## config.mk

```make
export PLATFORM = sky130hd
export DESIGN_NAME = multi_mode_task_scheduler
export DESIGN_NICKNAME = d
export VERILOG_FILES = /design/src/hw/rtl/mmts_pkg.sv /design/src/hw/rtl/mmts_ctrl.sv /design/src/hw/rtl/mmts_dp.sv /design/src/hw/rtl/multi_mode_task_scheduler.sv
export SDC_FILE = /design/constraint.sdc
export NUM_CORES = 2
export LEC_CHECK = 0
export ABC_AREA = 1
export BUFFER_PORTS_ARGS = -buffer_cell sky130_fd_sc_hd__buf_2
export CELL_PAD_IN_SITES_DETAIL_PLACEMENT = 1
export CELL_PAD_IN_SITES_GLOBAL_PLACEMENT = 2
export CORE_UTILIZATION = 35
export DETAILED_ROUTE_END_ITERATION = 8
export PLACE_DENSITY = 0.68
export SYNTH_ARGS = -nofsm -noshare
export SYNTH_HDL_FRONTEND = slang
export SYNTH_SLANG_ARGS = --single-unit
```

## constraint.sdc

```tcl
create_clock -name clk_i -period 10.9 [get_ports clk_i]
set_input_delay 1.635 -clock clk_i [delete_from_list [all_inputs] [get_ports clk_i]]
set_output_delay 1.635 -clock clk_i [all_outputs]
set_load 0.05 [all_outputs]
```

## src/hw/rtl/mmts_pkg.sv

```systemverilog
// Package for the multi-mode task scheduler.
// Holds field widths, mode and register codes, and the controller/datapath structs.
// No dependencies.
`default_nettype none

package mmts_pkg;

  localparam int unsigned TIME_W        = 16;
  localparam int unsigned ID_W          = 8;
  localparam int unsigned SLICE_W       = 8;
  localparam int unsigned MODE_W        = 2;
  localparam int unsigned QUANT_W       = 8;
  localparam int unsigned CFG_IDX_W     = 1;
  localparam int unsigned CFG_DATA_W    = 8;
  localparam int unsigned DEF_MAX_TASKS = 16;

  localparam logic [MODE_W-1:0] MODE_FCFS = 2'd0;
  localparam logic [MODE_W-1:0] MODE_SRTF = 2'd1;
  localparam logic [MODE_W-1:0] MODE_RR   = 2'd2;

  localparam logic [CFG_IDX_W-1:0] CFG_MODE    = 1'b0;
  localparam logic [CFG_IDX_W-1:0] CFG_QUANTUM = 1'b1;

  localparam logic OP_LOAD = 1'b0;
  localparam logic OP_TICK = 1'b1;

  localparam logic [TIME_W-1:0]  TIME_MAX  = '1;
  localparam logic [SLICE_W-1:0] SLICE_MAX = '1;

  typedef struct packed {
    logic capture;
    logic adm_step;
    logic adm_fin;
    logic sel_prep;
    logic sel_step;
    logic sel_fin;
    logic run;
    logic load;
  } mmts_cmd_t;

  typedef struct packed {
    logic in_tick;
    logic out_free;
  } mmts_stat_t;

endpackage

`default_nettype wire

```

## src/hw/rtl/mmts_ctrl.sv

```systemverilog
// Controller state machine of the multi-mode task scheduler.
// Sequences the admission scan, the selection scan and the commit of each word.
// Depends on mmts_pkg.
`default_nettype none

module mmts_ctrl #(
  parameter int unsigned MAX_TASKS = mmts_pkg::DEF_MAX_TASKS
) (
  input  wire                          clk_i,
  input  wire                          rst_ni,
  input  wire                          in_valid_i,
  output logic                         in_ready_o,
  input  mmts_pkg::mmts_stat_t         stat_i,
  output mmts_pkg::mmts_cmd_t          cmd_o,
  output logic [$clog2(MAX_TASKS)-1:0] scan_idx_o
);
  import mmts_pkg::*;

  localparam int unsigned IDX_W = $clog2(MAX_TASKS);
  localparam logic [IDX_W-1:0] LAST_IDX = IDX_W'(MAX_TASKS - 1);

  typedef enum logic [7:0] {
    ST_IDLE      = 8'b0000_0001,
    ST_ADMIT     = 8'b0000_0010,
    ST_ADMIT_FIN = 8'b0000_0100,
    ST_SEL_PREP  = 8'b0000_1000,
    ST_SEL_SCAN  = 8'b0001_0000,
    ST_SEL_FIN   = 8'b0010_0000,
    ST_RUN       = 8'b0100_0000,
    ST_LOAD      = 8'b1000_0000
  } state_e;

  state_e          state_q, state_d;
  logic [IDX_W-1:0] scan_q, scan_d;
  logic             last;

  assign last       = (scan_q == LAST_IDX);
  assign scan_idx_o = scan_q;

  always_comb begin
    state_d    = state_q;
    scan_d     = scan_q;
    cmd_o      = '0;
    in_ready_o = 1'b0;
    case (state_q)
      ST_IDLE: begin
        in_ready_o = 1'b1;
        scan_d     = '0;
        if (in_valid_i) begin
          cmd_o.capture = 1'b1;
          state_d = (stat_i.in_tick == OP_TICK) ? ST_ADMIT : ST_LOAD;
        end
      end
      ST_ADMIT: begin
        cmd_o.adm_step = 1'b1;
        scan_d = scan_q + 1'b1;
        if (last) begin
          state_d = ST_ADMIT_FIN;
        end
      end
      ST_ADMIT_FIN: begin
        cmd_o.adm_fin = 1'b1;
        state_d = ST_SEL_PREP;
      end
      ST_SEL_PREP: begin
        cmd_o.sel_prep = 1'b1;
        scan_d  = '0;
        state_d = ST_SEL_SCAN;
      end
      ST_SEL_SCAN: begin
        cmd_o.sel_step = 1'b1;
        scan_d = scan_q + 1'b1;
        if (last) begin
          state_d = ST_SEL_FIN;
        end
      end
      ST_SEL_FIN: begin
        cmd_o.sel_fin = 1'b1;
        state_d = ST_RUN;
      end
      ST_RUN: begin
        if (stat_i.out_free) begin
          cmd_o.run = 1'b1;
          state_d = ST_IDLE;
        end
      end
      ST_LOAD: begin
        if (stat_i.out_free) begin
          cmd_o.load = 1'b1;
          state_d = ST_IDLE;
        end
      end
      default: begin
        state_d = ST_IDLE;
      end
    endcase
  end

  always_ff @(posedge clk_i or negedge rst_ni) begin
    if (!rst_ni) begin
      state_q <= ST_IDLE;
      scan_q  <= '0;
    end else begin
      state_q <= state_d;
      scan_q  <= scan_d;
    end
  end

  a_cmd_excl: assert property (@(posedge clk_i) disable iff (!rst_ni)
    $onehot0(cmd_o))
    else $error("more than one datapath command issued");

  a_admit_end: assert property (@(posedge clk_i) disable iff (!rst_ni)
    (state_q == ST_ADMIT && last) |=> (state_q == ST_ADMIT_FIN))
    else $error("admission scan did not end after the last slot");

  a_sel_start: assert property (@(posedge clk_i) disable iff (!rst_ni)
    (state_q == ST_SEL_PREP) |=> (state_q == ST_SEL_SCAN && scan_q == '0))
    else $error("selection scan did not start at slot zero");

endmodule

`default_nettype wire

```

## src/hw/rtl/mmts_dp.sv

```systemverilog
// Datapath of the multi-mode task scheduler: task table, ready queue ranks,
// scan comparators, timing arithmetic, configuration and the result register.
// Depends on mmts_pkg.
`default_nettype none

module mmts_dp #(
  parameter int unsigned MAX_TASKS = mmts_pkg::DEF_MAX_TASKS
) (
  input  wire                                    clk_i,
  input  wire                                    rst_ni,
  input  mmts_pkg::mmts_cmd_t                    cmd_i,
  input  wire [$clog2(MAX_TASKS)-1:0]            scan_idx_i,
  output mmts_pkg::mmts_stat_t                   stat_o,
  input  wire                                    cfg_we_i,
  input  wire [mmts_pkg::CFG_IDX_W-1:0]          cfg_index_i,
  input  wire [mmts_pkg::CFG_DATA_W-1:0]         cfg_wdata_i,
  input  wire                                    operation_i,
  input  wire [mmts_pkg::ID_W-1:0]               task_id_i,
  input  wire [mmts_pkg::TIME_W-1:0]             arrival_time_i,
  input  wire [mmts_pkg::TIME_W-1:0]             burst_length_i,
  output logic                                   out_valid_o,
  input  wire                                    out_ready_i,
  output logic [mmts_pkg::TIME_W-1:0]            current_time_o,
  output logic                                   load_rejected_o,
  output logic                                   running_valid_o,
  output logic [mmts_pkg::ID_W-1:0]              running_id_o,
  output logic                                   finished_o,
  output logic [mmts_pkg::TIME_W-1:0]            turnaround_time_o,
  output logic [mmts_pkg::TIME_W-1:0]            waiting_time_o,
  output logic [mmts_pkg::TIME_W-1:0]            response_time_o,
  output logic                                   all_done_o
);
  import mmts_pkg::*;

  localparam int unsigned IDX_W = $clog2(MAX_TASKS);
  localparam int unsigned CNT_W = $clog2(MAX_TASKS + 1);
  localparam logic [CNT_W-1:0] CNT_FULL = CNT_W'(MAX_TASKS);

  logic [MODE_W-1:0]  mode_q;
  logic [QUANT_W-1:0] quantum_q;

  logic [ID_W-1:0]   in_id_q;
  logic [TIME_W-1:0] in_arr_q, in_burst_q;

  logic [ID_W-1:0]   slot_id_q    [MAX_TASKS];
  logic [TIME_W-1:0] slot_arr_q   [MAX_TASKS];
  logic [TIME_W-1:0] slot_burst_q [MAX_TASKS];
  logic [TIME_W-1:0] slot_rem_q   [MAX_TASKS];
  logic [TIME_W-1:0] slot_first_q [MAX_TASKS];
  logic [IDX_W-1:0]  rank_q       [MAX_TASKS];
  logic [IDX_W-1:0]  cnt_q        [MAX_TASKS];
  logic [MAX_TASKS-1:0] joined_q, started_q, inq_q;

  logic [CNT_W-1:0]   ready_cnt_q, loaded_q, done_q, ncand_q;
  logic [TIME_W-1:0]  time_q;
  logic [SLICE_W-1:0] slice_q;
  logic               act_v_q;
  logic [IDX_W-1:0]   act_q;

  logic               have_q, from_q;
  logic [IDX_W-1:0]   best_idx_q, best_rank_q;
  logic [TIME_W-1:0]  best_rem_q, best_arr_q;

  logic out_valid_q;

  logic              is_srtf, is_rr, out_free, scan_en;
  logic [IDX_W-1:0]  rd_idx, rd_rank;
  logic [TIME_W-1:0] rd_arr, rd_rem, rd_burst, rd_first;
  logic [ID_W-1:0]   rd_id;
  logic              cand_k, better, take, expire, reject;
  logic [QUANT_W-1:0] q_eff;
  logic [CNT_W-1:0]  rc_mid;
  logic [TIME_W-1:0] first_eff, rem_new, ft, ta, wt, rt;

  assign is_srtf  = (mode_q == MODE_SRTF);
  assign is_rr    = (mode_q == MODE_RR);
  assign out_free = !out_valid_q || out_ready_i;
  assign stat_o   = '{in_tick: operation_i, out_free: out_free};
  assign out_valid_o = out_valid_q;

  assign scan_en  = cmd_i.adm_step || cmd_i.sel_step;
  assign rd_idx   = scan_en ? scan_idx_i : act_q;
  assign rd_arr   = slot_arr_q[rd_idx];
  assign rd_rem   = slot_rem_q[rd_idx];
  assign rd_burst = slot_burst_q[rd_idx];
  assign rd_first = slot_first_q[rd_idx];
  assign rd_id    = slot_id_q[rd_idx];
  assign rd_rank  = rank_q[rd_idx];

  assign cand_k = ({1'b0, scan_idx_i} < loaded_q) && !joined_q[scan_idx_i]
                  && (rd_arr <= time_q);

  always_comb begin
    case (mode_q)
      MODE_RR:   better = rd_rank < best_rank_q;
      MODE_SRTF: better = (rd_rem < best_rem_q) ||
                          ((rd_rem == best_rem_q) && ((rd_arr < best_arr_q) ||
                          ((rd_arr == best_arr_q) && (scan_idx_i < best_idx_q))));
      default:   better = (rd_arr < best_arr_q) ||
                          ((rd_arr == best_arr_q) && (scan_idx_i < best_idx_q));
    endcase
  end

  assign q_eff  = (quantum_q == '0) ? QUANT_W'(1) : quantum_q;
  assign expire = is_rr && act_v_q && (slice_q >= q_eff);
  assign rc_mid = ready_cnt_q + ncand_q;
  assign take   = from_q && (is_srtf || !act_v_q);
  assign reject = (loaded_q >= CNT_FULL) || (in_burst_q == '0);

  assign first_eff = started_q[act_q] ? rd_first : time_q;
  assign rem_new   = (rd_rem != '0) ? rd_rem - 1'b1 : rd_rem;
  assign ft        = (time_q != TIME_MAX) ? time_q + 1'b1 : TIME_MAX;
  assign ta        = (ft >= rd_arr) ? ft - rd_arr : '0;
  assign wt        = (ta >= rd_burst) ? ta - rd_burst : '0;
  assign rt        = (first_eff >= rd_arr) ? first_eff - rd_arr : '0;

  always_ff @(posedge clk_i) begin
    if (cmd_i.capture) begin
      in_id_q    <= task_id_i;
      in_arr_q   <= arrival_time_i;
      in_burst_q <= burst_length_i;
    end
    for (int i = 0; i < MAX_TASKS; i++) begin
      if (cmd_i.capture) begin
        cnt_q[i] <= '0;
      end else if (cmd_i.adm_step && cand_k && ((rd_arr < slot_arr_q[i]) ||
                   ((rd_arr == slot_arr_q[i]) && (scan_idx_i < IDX_W'(i))))) begin
        cnt_q[i] <= cnt_q[i] + 1'b1;
      end
      if (cmd_i.adm_fin && (CNT_W'(i) < loaded_q) && !joined_q[i] &&
          (slot_arr_q[i] <= time_q)) begin
        rank_q[i] <= IDX_W'(ready_cnt_q + CNT_W'(cnt_q[i]));
      end
      if (cmd_i.sel_fin && take && inq_q[i] && (rank_q[i] > best_rank_q)) begin
        rank_q[i] <= rank_q[i] - 1'b1;
      end
    end
    if (cmd_i.adm_fin && expire) begin
      rank_q[act_q] <= IDX_W'(rc_mid);
    end
    if (cmd_i.sel_fin && take && is_srtf && act_v_q) begin
      rank_q[act_q] <= IDX_W'(ready_cnt_q - 1'b1);
    end
    if (cmd_i.load && !reject) begin
      slot_id_q[loaded_q[IDX_W-1:0]]    <= in_id_q;
      slot_arr_q[loaded_q[IDX_W-1:0]]   <= in_arr_q;
      slot_burst_q[loaded_q[IDX_W-1:0]] <= in_burst_q;
      slot_rem_q[loaded_q[IDX_W-1:0]]   <= in_burst_q;
    end
    if (cmd_i.run && act_v_q) begin
      slot_rem_q[act_q] <= rem_new;
      if (!started_q[act_q]) begin
        slot_first_q[act_q] <= time_q;
      end
    end
    if (cmd_i.sel_prep) begin
      best_idx_q <= act_q;
      best_rem_q <= rd_rem;
      best_arr_q <= rd_arr;
    end else if (cmd_i.sel_step && inq_q[scan_idx_i] && (!have_q || better)) begin
      best_idx_q  <= scan_idx_i;
      best_rank_q <= rd_rank;
      best_rem_q  <= rd_rem;
      best_arr_q  <= rd_arr;
    end
    if (cmd_i.run || cmd_i.load) begin
      current_time_o    <= time_q;
      load_rejected_o   <= cmd_i.load && reject;
      running_valid_o   <= cmd_i.run && act_v_q;
      running_id_o      <= (cmd_i.run && act_v_q) ? rd_id : '0;
      finished_o        <= cmd_i.run && act_v_q && (rem_new == '0);
      turnaround_time_o <= (cmd_i.run && act_v_q && (rem_new == '0)) ? ta : '0;
      waiting_time_o    <= (cmd_i.run && act_v_q && (rem_new == '0)) ? wt : '0;
      response_time_o   <= (cmd_i.run && act_v_q && (rem_new == '0)) ? rt : '0;
      if (cmd_i.run) begin
        all_done_o <= ((done_q + CNT_W'(act_v_q && (rem_new == '0))) == loaded_q);
      end else begin
        all_done_o <= (done_q == (loaded_q + CNT_W'(!reject)));
      end
    end
  end

  always_ff @(posedge clk_i or negedge rst_ni) begin
    if (!rst_ni) begin
      mode_q      <= MODE_FCFS;
      quantum_q   <= QUANT_W'(1);
      joined_q    <= '0;
      started_q   <= '0;
      inq_q       <= '0;
      ready_cnt_q <= '0;
      loaded_q    <= '0;
      done_q      <= '0;
      ncand_q     <= '0;
      time_q      <= '0;
      slice_q     <= '0;
      act_v_q     <= 1'b0;
      act_q       <= '1;
      have_q      <= 1'b0;
      from_q      <= 1'b0;
      out_valid_q <= 1'b0;
    end else begin
      if (cfg_we_i) begin
        case (cfg_index_i)
          CFG_MODE:    mode_q    <= cfg_wdata_i[MODE_W-1:0];
          CFG_QUANTUM: quantum_q <= cfg_wdata_i[QUANT_W-1:0];
          default: begin
          end
        endcase
      end
      if (cmd_i.capture) begin
        ncand_q <= '0;
      end else if (cmd_i.adm_step && cand_k) begin
        ncand_q <= ncand_q + 1'b1;
      end
      if (cmd_i.adm_fin) begin
        for (int i = 0; i < MAX_TASKS; i++) begin
          if ((CNT_W'(i) < loaded_q) && !joined_q[i] && (slot_arr_q[i] <= time_q)) begin
            joined_q[i] <= 1'b1;
            inq_q[i]    <= 1'b1;
          end
        end
        if (expire) begin
          inq_q[act_q] <= 1'b1;
          ready_cnt_q  <= rc_mid + 1'b1;
          act_v_q      <= 1'b0;
        end else begin
          ready_cnt_q  <= rc_mid;
        end
      end
      if (cmd_i.sel_prep) begin
        have_q <= is_srtf && act_v_q;
        from_q <= 1'b0;
      end else if (cmd_i.sel_step && inq_q[scan_idx_i] && (!have_q || better)) begin
        have_q <= 1'b1;
        from_q <= 1'b1;
      end
      if (cmd_i.sel_fin && take) begin
        inq_q[best_idx_q] <= 1'b0;
        if (is_srtf && act_v_q) begin
          inq_q[act_q] <= 1'b1;
        end else begin
          ready_cnt_q  <= ready_cnt_q - 1'b1;
        end
        act_q   <= best_idx_q;
        act_v_q <= 1'b1;
        slice_q <= '0;
      end
      if (cmd_i.run) begin
        if (act_v_q) begin
          started_q[act_q] <= 1'b1;
          if (slice_q != SLICE_MAX) begin
            slice_q <= slice_q + 1'b1;
          end
          if (rem_new == '0) begin
            done_q  <= done_q + 1'b1;
            act_v_q <= 1'b0;
          end
        end
        if (time_q != TIME_MAX) begin
          time_q <= time_q + 1'b1;
        end
      end
      if (cmd_i.load && !reject) begin
        started_q[loaded_q[IDX_W-1:0]] <= 1'b0;
        joined_q[loaded_q[IDX_W-1:0]]  <= 1'b0;
        loaded_q <= loaded_q + 1'b1;
      end
      if (cmd_i.run || cmd_i.load) begin
        out_valid_q <= 1'b1;
      end else if (out_ready_i) begin
        out_valid_q <= 1'b0;
      end
    end
  end

  a_rc_match: assert property (@(posedge clk_i) disable iff (!rst_ni)
    ready_cnt_q == CNT_W'($countones(inq_q)))
    else $error("ready count disagrees with queued slots");

  a_act_not_queued: assert property (@(posedge clk_i) disable iff (!rst_ni)
    act_v_q |-> !inq_q[act_q])
    else $error("running task is also in the ready queue");

  a_done_bound: assert property (@(posedge clk_i) disable iff (!rst_ni)
    done_q <= loaded_q)
    else $error("more tasks finished than loaded");

endmodule

`default_nettype wire

```

## src/hw/rtl/multi_mode_task_scheduler.sv

```systemverilog
// Top level of the multi-mode task scheduler.
// Instantiates mmts_ctrl and mmts_dp; depends on mmts_pkg.
// A load word goes from idle straight to the load state. A tick word runs one
// admission scan and one selection scan over the task table at one slot per
// cycle, then the run state; load and run wait on a held result. A new word
// is taken while the previous result still waits on the output.
`default_nettype none

module multi_mode_task_scheduler #(
  parameter int unsigned MAX_TASKS = mmts_pkg::DEF_MAX_TASKS
) (
  input  wire                               clk_i,
  input  wire                               rst_ni,
  input  wire                               cfg_we_i,
  input  wire [mmts_pkg::CFG_IDX_W-1:0]     cfg_index_i,
  input  wire [mmts_pkg::CFG_DATA_W-1:0]    cfg_wdata_i,
  input  wire                               in_valid_i,
  output logic                              in_ready_o,
  input  wire                               operation_i,
  input  wire [mmts_pkg::ID_W-1:0]          task_id_i,
  input  wire [mmts_pkg::TIME_W-1:0]        arrival_time_i,
  input  wire [mmts_pkg::TIME_W-1:0]        burst_length_i,
  output logic                              out_valid_o,
  input  wire                               out_ready_i,
  output logic [mmts_pkg::TIME_W-1:0]       current_time_o,
  output logic                              load_rejected_o,
  output logic                              running_valid_o,
  output logic [mmts_pkg::ID_W-1:0]         running_id_o,
  output logic                              finished_o,
  output logic [mmts_pkg::TIME_W-1:0]       turnaround_time_o,
  output logic [mmts_pkg::TIME_W-1:0]       waiting_time_o,
  output logic [mmts_pkg::TIME_W-1:0]       response_time_o,
  output logic                              all_done_o
);
  import mmts_pkg::*;

  localparam int unsigned IDX_W = $clog2(MAX_TASKS);

  mmts_cmd_t        cmd;
  mmts_stat_t       stat;
  logic [IDX_W-1:0] scan_idx;

  mmts_ctrl #(
    .MAX_TASKS (MAX_TASKS)
  ) u_ctrl (
    .clk_i      (clk_i),
    .rst_ni     (rst_ni),
    .in_valid_i (in_valid_i),
    .in_ready_o (in_ready_o),
    .stat_i     (stat),
    .cmd_o      (cmd),
    .scan_idx_o (scan_idx)
  );

  mmts_dp #(
    .MAX_TASKS (MAX_TASKS)
  ) u_dp (
    .clk_i             (clk_i),
    .rst_ni            (rst_ni),
    .cmd_i             (cmd),
    .scan_idx_i        (scan_idx),
    .stat_o            (stat),
    .cfg_we_i          (cfg_we_i),
    .cfg_index_i       (cfg_index_i),
    .cfg_wdata_i       (cfg_wdata_i),
    .operation_i       (operation_i),
    .task_id_i         (task_id_i),
    .arrival_time_i    (arrival_time_i),
    .burst_length_i    (burst_length_i),
    .out_valid_o       (out_valid_o),
    .out_ready_i       (out_ready_i),
    .current_time_o    (current_time_o),
    .load_rejected_o   (load_rejected_o),
    .running_valid_o   (running_valid_o),
    .running_id_o      (running_id_o),
    .finished_o        (finished_o),
    .turnaround_time_o (turnaround_time_o),
    .waiting_time_o    (waiting_time_o),
    .response_time_o   (response_time_o),
    .all_done_o        (all_done_o)
  );

endmodule

`default_nettype wire

```

* Word level (Yosys, flattened, before mapping)
Memory sizes are Yosys's and may differ from the RTL's. A register that Yosys moved wholly into a read port is not among the register bits.
Index checks and enable logic that the tools add are counted.
W data, S select, Z words.
** Operators by class
- Add/subtract/negate cells :: 63
- Multiply operators :: 0
- Div/mod/pow operators :: 0
- Magnitude comparators :: 98
- Eq/ne operators :: 37
- Shifts and indexed selects :: 0
- Multiplexer cells :: 283
- Bitwise gates (word level) :: 43
- Reductions and logical operators :: 233
** Operator list (count)
- $eq A16 B16 Y1 :: 18
- $lt A16 B16 Y1 :: 18
- $mux W16 :: 18
- $le A16 B16 Y1 :: 17
- $mux W1 :: 203
- $logic_and A1 B1 Y1 :: 167
- $mux W4 :: 37
- $mux W8 :: 10
- $add A4 B1 Y4 const B :: 17
- $add A4 B4 Y4 :: 16
- $gt A4 B4 Y1 :: 16
- $sub A4 B1 Y4 const B :: 16
- $pmux W8 S7 :: 1
- $and A16 B16 Y16 :: 3
- $ge A16 B16 Y1 :: 3
- $or A16 B16 Y16 :: 3
- $sub A16 B16 Y16 :: 3
- $lt A4 B5 Y1 const A :: 8
- $or A1 B1 Y1 :: 33
- $logic_not A16 Y1 :: 2
- $lt A4 B4 Y1 const B :: 8
- $not A16 Y16 :: 2
- $mux W5 :: 6
- $logic_or A1 B1 Y1 :: 24
- other kinds (49) :: 108
** Storage, ports and cells
- Flip-flop bits (word level) :: 270
- Latch bits :: 0
- RAM bits :: 1280
- Memory bits (read-only) :: 0
- Input port bits :: 55
- Output and inout port bits :: 78
- Logic and storage cells :: 797
- Memories kept :: 7
** Memory list
- u_dp.slot_arr_q :: words 16, width 16, read ports 17, clocked after Yosys merged registers in 0, write ports 1, RTL line mmts_dp.sv:46 : logic [TIME_W-1:0] slot_arr_q [MAX_TASKS];
- u_dp.slot_burst_q :: words 16, width 16, read ports 1, clocked after Yosys merged registers in 0, write ports 1, RTL line mmts_dp.sv:47 : logic [TIME_W-1:0] slot_burst_q [MAX_TASKS];
- u_dp.slot_first_q :: words 16, width 16, read ports 1, clocked after Yosys merged registers in 0, write ports 1, RTL line mmts_dp.sv:49 : logic [TIME_W-1:0] slot_first_q [MAX_TASKS];
- u_dp.slot_rem_q :: words 16, width 16, read ports 1, clocked after Yosys merged registers in 0, write ports 1, RTL line mmts_dp.sv:48 : logic [TIME_W-1:0] slot_rem_q [MAX_TASKS];
- u_dp.slot_id_q :: words 16, width 8, read ports 1, clocked after Yosys merged registers in 1, write ports 1, RTL line mmts_dp.sv:45 : logic [ID_W-1:0] slot_id_q [MAX_TASKS];
- u_dp.cnt_q :: words 16, width 4, read ports 16, clocked after Yosys merged registers in 0, write ports 16, RTL line mmts_dp.sv:51 : logic [IDX_W-1:0] cnt_q [MAX_TASKS];
- +1 memories

* Longest topological paths before layout
An unclocked memory read counts as a cell.
- Word-level depth :: 15
- Depth in mapped cells :: 51
- Gate-level depth less buffers :: 47

* Cells and area by module
A second synthesis with hierarchy kept.
** Unflattened totals
- Cell total of the unflattened synthesis :: 9045
- Area total of the unflattened synthesis :: 88104.5 um^2
** Modules (own cells, without submodules)
- mmts_dp :: instances 1, cells each 8941, area each 87365.0 um^2, sequential area each 45830.2 um^2
- mmts_ctrl :: instances 1, cells each 104, area each 739.5 um^2, sequential area each 301.5 um^2

* Least setup slack after synthesis
Ideal clock, no wire load.
- Kind :: register -> register
- Start point :: register u_ctrl.state_q[3]
- End point :: register u_dp.waiting_time_o[15] in the netlist's numbering, data pin
- Arrival time :: 7.101 ns
- Data required time :: 10.758 ns
- Slack :: 3.657 ns
- Cell stages (with the launch flop) :: 50
- Path buffers :: 7
- Path through :: dfrtp_1 -> inv_2 -> nand2_2 -> nor2_1 -> nand2_4 -> nand2_4 -> nand2_2 -> nand2_2 -> buf_4 -> buf_4 -> buf_2 -> clkbuf_1 -> clkbuf_1 -> clkbuf_1 -> a21oi_1 -> o311ai_0 -> nand2_1 -> ha_1 -> [... 14 more ...] -> a21oi_1 -> o21ai_0 -> nand2_1 -> nand2_1 -> a21oi_1 -> o21ai_0 -> nand2_1 -> nand2_1 -> a21oi_1 -> o21ai_0 -> nand3_1 -> nand2_1 -> a21oi_1 -> nor2_1 -> nor2_1 -> xor2_1 -> inv_1 -> nor2_1
** On the way
- Elaborated cells between the ends (all ways) :: 23
- Those cells by class :: add/sub (3); order compare (2); eq/ne (3); mux (6); reduce/logical (6); memory (3)
** RTL lines
- start, declared :: RTL line mmts_ctrl.sv:33 : state_e state_q, state_d;
- start signal, assigned :: RTL line mmts_ctrl.sv:104 : state_q <= state_d;
- $eq A8 B2 Y1 or $eq A8 B5 Y1 (tied branches) :: RTL line mmts_ctrl.sv:45 : case (state_q)
- $mux W1 :: RTL line mmts_ctrl.sv:45
- $logic_or A1 B1 Y1 * :: RTL line mmts_dp.sv:81 : assign scan_en = cmd_i.adm_step || cmd_i.sel_step;
- $mux W4 * :: RTL line mmts_dp.sv:82 : assign rd_idx = scan_en ? scan_idx_i : act_q;
- $mem_v2 Z16 W16 *
- $sub A16 B16 Y16 or $ge A16 B16 Y1 (tied branches) :: RTL line mmts_dp.sv:113 : assign ta = (ft >= rd_arr) ? ft - rd_arr : '0;
- $mux W16 * :: RTL line mmts_dp.sv:113
- named net u_dp.ta[2] :: RTL line mmts_dp.sv:73 : logic [TIME_W-1:0] first_eff, rem_new, ft, ta, wt, rt;
- $ge A16 B16 Y1 :: RTL line mmts_dp.sv:114 : assign wt = (ta >= rd_burst) ? ta - rd_burst : '0;
- $reduce_and A2 Y1 (no source line)
- end signal, assigned :: RTL line mmts_dp.sv:173 : waiting_time_o <= (cmd_i.run && act_v_q && (rem_new == '0)) ? wt : '0;
- end, declared :: RTL line mmts_dp.sv:29 : output logic [mmts_pkg::TIME_W-1:0] waiting_time_o,
Mark *: on every way through the listed nets, which the timed path passes. The rest lies on a longest branch.
A chain may end at the register's enable or synchronous reset.

* Worst setup path in the final report
- Start point :: register u_ctrl.state_q[0]
- End point :: register u_dp.waiting_time_o[15] in the netlist's numbering, data pin
Same word-level chain as after synthesis.

==> flow_metrics.py <==
metrics = {
    "power_and_ir_drop": {
        "p_switching_mw": 7.05,
        "cell_internal_pwr_mw": 12.4,
        "irDropWorstVdd_mv": 0.157,
        "p_leak_nw": 38.8,
        "p_seq_share_pct": 38.3,
        "switching_share_pct": 36.2,
        "clockPowerShare_pct": 33.0,
        "combPwrFrac_pct": 28.7,
        "power.density_nw_per_um2": 202,
    },
    "grt": {
        "grt_usage_pct": 26.3,
        "grt_max_degree": 181,
        "antenna_found_initial": 12,
        "grt_pass1_wl_um": 471000,
        "first_global_vias": 67300,
        "grt_overflow": 0,
    },
    "clocking": {
        "clk_path_buf_depth": 3,
        "htreeDepth": 4,
        "cts_root_buf": "clkbuf_16",
        "cts_resized": 0,
        "clock-sinks": 1556,
        "cts_tree": "built",
        "path_clk_slew_ns": 0.06,
        "post_cts_buffers": 0,
        "worstSkewPairLatency_ns": 0.89,
        "cts_made_buffers": 183,
        "ctsHoldBuffers": 0,
    },
    "sta": {
        "slew_headroom_pct": 17.3,
        "fin_crit_sh_pct": 83.2,
        "grt_setup_unrepaired": "no",
        "skew_ns": 0.0654,
        "setup-tns-final_ns": 0,
        "hold_viol": 0,
        "period_minus_slack_ns": 9.07,
        "setup_viol": 0,
        "tightest_slew_ns": 1.23,
        "fmax_ghz": 0.110,
        "hold_slack_ns": 0.500,
        "maxSlewViolCount": 0,
    },
    "setup_path": {
        "cp_slowest_stage_delay_ns": 0.84,
        "end_kind": "register",
        "timing.critical_path.mode_cell": "nand2_1",
        "start_kind": "register",
        "worst-setup-path-type": "register to register",
        "cp_max_fo": 91,
        "worstPathArrival_ns": 9.69,
        "cp_slowest_cell": "o311ai_0",
        "worst-r2r-cell-count": 43,
        "crit_required_ns": 11.52,
    },
    "synth": {
        "async_flop_share_pct": 7.71,
        "syn_nets": 9192,
        "synth_edf_count": 1436,
        "synth-seq-cells": 1556,
        "avgSynthCellArea_um2": 10.2,
        "syn_area_um2": 85300,
        "syn_inst": 8326,
        "synth_seq_area_share_pct": 54.1,
        "ys_types": 70,
        "synth_ff_type": "edfxtp_1",
        "yosys_warnings": 0,
    },
    "min_path": {
        "whs_path_depth": 2,
        "hp-class": "register to register",
    },
    "finish": {
        "drive_gt1_share_pct": 8.58,
        "syn2layout_area_growth_pct": 13.2,
        "nFillCells": 26700,
        "regArea_um2": 46100,
        "postLayoutCoreUtil_pct": 40.0,
        "multiInputGateArea_um2": 34400,
        "nets": 9373,
    },
    "detailed_routing": {
        "remaining_drc_errors": 0,
        "routed_wl_um": 326000,
        "avgViaCountPerCell": 5.56,
        "firstDrtPassIters": 5,
        "route.vias.total": 65900,
        "ant_nets": 0,
        "drtIter0Drc": 5020,
        "routedWlPerCell_um": 27.5,
    },
    "place": {
        "portBuffers": 132,
        "gp_congestion": 0.906,
        "dpl.hpwl_um": 222000,
    },
    "run_status": {
        "outcome": "finished clean",
    },
    "die": {
        "ios": 133,
        "core_um2": 241000,
        "die_h_um": 496,
        "dieArea_um2": 246000,
        "die-width_um": 496,
        "rows": 180,
        "start_util_pct": 35.3,
    },
    "run": {
        "maxCapViolations": 0,
    },
}
synth_stat cells (12+ instances only):
cell type	number	share of area, %
a211oi_1	29	0.26
a21oi_1	466	2.7
a221oi_1	23	0.24
a31oi_1	28	0.21
buf_2	32	0.19
buf_6	17	0.22
clkbuf_1	236	1.0
dfrtp_1	114	3.3
edfxtp_1	1436	51
fa_1	20	0.47
ha_1	791	12
inv_1	998	4.4
nand2_1	1105	4.9
nand2_2	19	0.14
nand3_1	484	2.8
nand3b_1	17	0.15
nand4_1	101	0.74
nor2_1	763	3.4
nor2_4	22	0.29
nor3_1	86	0.50
nor4_1	20	0.15
o2111ai_1	20	0.21
o211ai_1	80	0.70
o21ai_0	768	4.5
o21bai_1	28	0.25
o221ai_1	131	1.3
o22a_1	12	0.12
o22ai_1	84	0.62
o311ai_0	33	0.34
or2_2	22	0.16
xnor2_1	109	1.1
xor2_1	72	0.74
cell usage in the layout, fill, tap and decap left out, drive strengths merged, types with 10 or more instances in the layout:
cell,instances
nand2,1129
clkinv,85
or2,22
nand3,491
dfrtp,114
buf,301
nand3b,17
xor2,72
o311ai,33
o22a,12
nand4,101
o211ai,80
o31ai,11
o21bai,28
bufinv,23
o221ai,131
o22ai,84
a221oi,23
xnor2,109
nor2,797
a22oi,10
edfxtp,1436
o21ai,776
fa,20
a21oi,466
inv,1013
a211oi,29
a31oi,28
ha,791
a21o,10
clkbuf,226
nor3,86
o2111ai,20
nor4,20
worst paths after layout:
check                                  start                      end  slack [ns]
setup / recovery           u_ctrl.state_q[0]  u_dp.waiting_time_o[15]        1.83
hold / removal             u_dp.quantum_q[0]        u_dp.quantum_q[0]        0.50
setup reg to reg           u_ctrl.state_q[0]  u_dp.waiting_time_o[15]        1.83
hold reg to reg            u_dp.quantum_q[0]        u_dp.quantum_q[0]        0.50
max in group asynchronous             rst_ni           u_dp.time_q[5]        8.64
min in group asynchronous             rst_ni          u_dp.slice_q[3]        0.78
layer usage:
metal	vias up	track usage [%]	share of wire, %
li1	29900	-	-
met1	33800	36.9	46
met2	1735	42.5	46
met3	428	3.52	5.1
met4	4	7.20	2.7
met5	-	0	0.010
worst max-delay path: cells and delay by family, from the launching register on:
kind | cells | cell delay (ns)
AND/OR/NAND/NOR | 23 | 3.50
AO/OA/AOI/OAI | 13 | 3.19
adder cells (fa/ha/maj) | 2 | 0.72
buffers and inverters | 4 | 0.57
flip-flops | 1 | 0.53
XOR/XNOR | 1 | 0.13
power groups by stage:
stage               combinational [mW]  clock [mW]  sequential, mW
floorplan                         3.29           0            7.53
global placement                  5.39           0            7.57
detailed placement                5.55           0            7.59
CTS                               5.58        6.55            7.46
global route                      6.14        6.75            7.49
finish                            5.58        6.43            7.46
metrics by stage:
| step | setup slack [ns] | area, µm² | total power [mW] | std cells |
|---|---|---|---|---|
| finish | 1.83 | 96500 | 19.5 | 11900 |
| global route | 1.08 | 96500 | 20.4 | 11800 |
| CTS | 1.94 | 96500 | 19.6 | 11800 |
| detailed placement | 1.97 | 90300 | 13.1 | 11500 |
| global placement | 2.06 | 90300 | 13.0 | 11500 |
| floorplan | 3.66 | 85300 | 10.8 | 8326 |
state kept, by name (all words and copies together) (netlist names), 64 cells and up:
| register | cells |
|---|---|
| u_dp.slot_id_q | 128 |
| u_dp.slot_first_q | 256 |
| u_dp.slot_burst_q | 256 |
| u_dp.slot_rem_q | 256 |
| u_dp.rank_q | 64 |
| u_dp.cnt_q | 64 |
| u_dp.slot_arr_q | 256 |
logic make-up (layout without fill, tap and decap cells):
logic type | count (synthesis) | in the layout | synth area share, %
AO/OA/AOI/OAI | 1777 | 1777 | 12.2
buffers and inverters | 1316 | 1652 | 6.04
flip-flops | 1556 | 1556 | 54.1
other | 0 | 3 | 0
AND/OR/NAND/NOR | 2676 | 2676 | 13.6
adder cells (fa/ha/maj) | 811 | 811 | 12.1
multiplexers | 9 | 9 | 0.106
XOR/XNOR | 181 | 181 | 1.86
final cells by class:
| cell class | count | share of cell area, % |
|---|---|---|
| repair buffers | 301 | 2.08 |
| clock buffers | 226 | 5.02 |
| multi-input cells | 5454 | 35.6 |
| diodes | 3 | 0.00778 |
| flip-flops and latches | 1556 | 47.8 |
| well taps | 3185 | 4.13 |
| clock inverters | 114 | 1.44 |
| inverters | 1011 | 3.94 |
No activity file was read; power rests on OpenSTA's default activity.
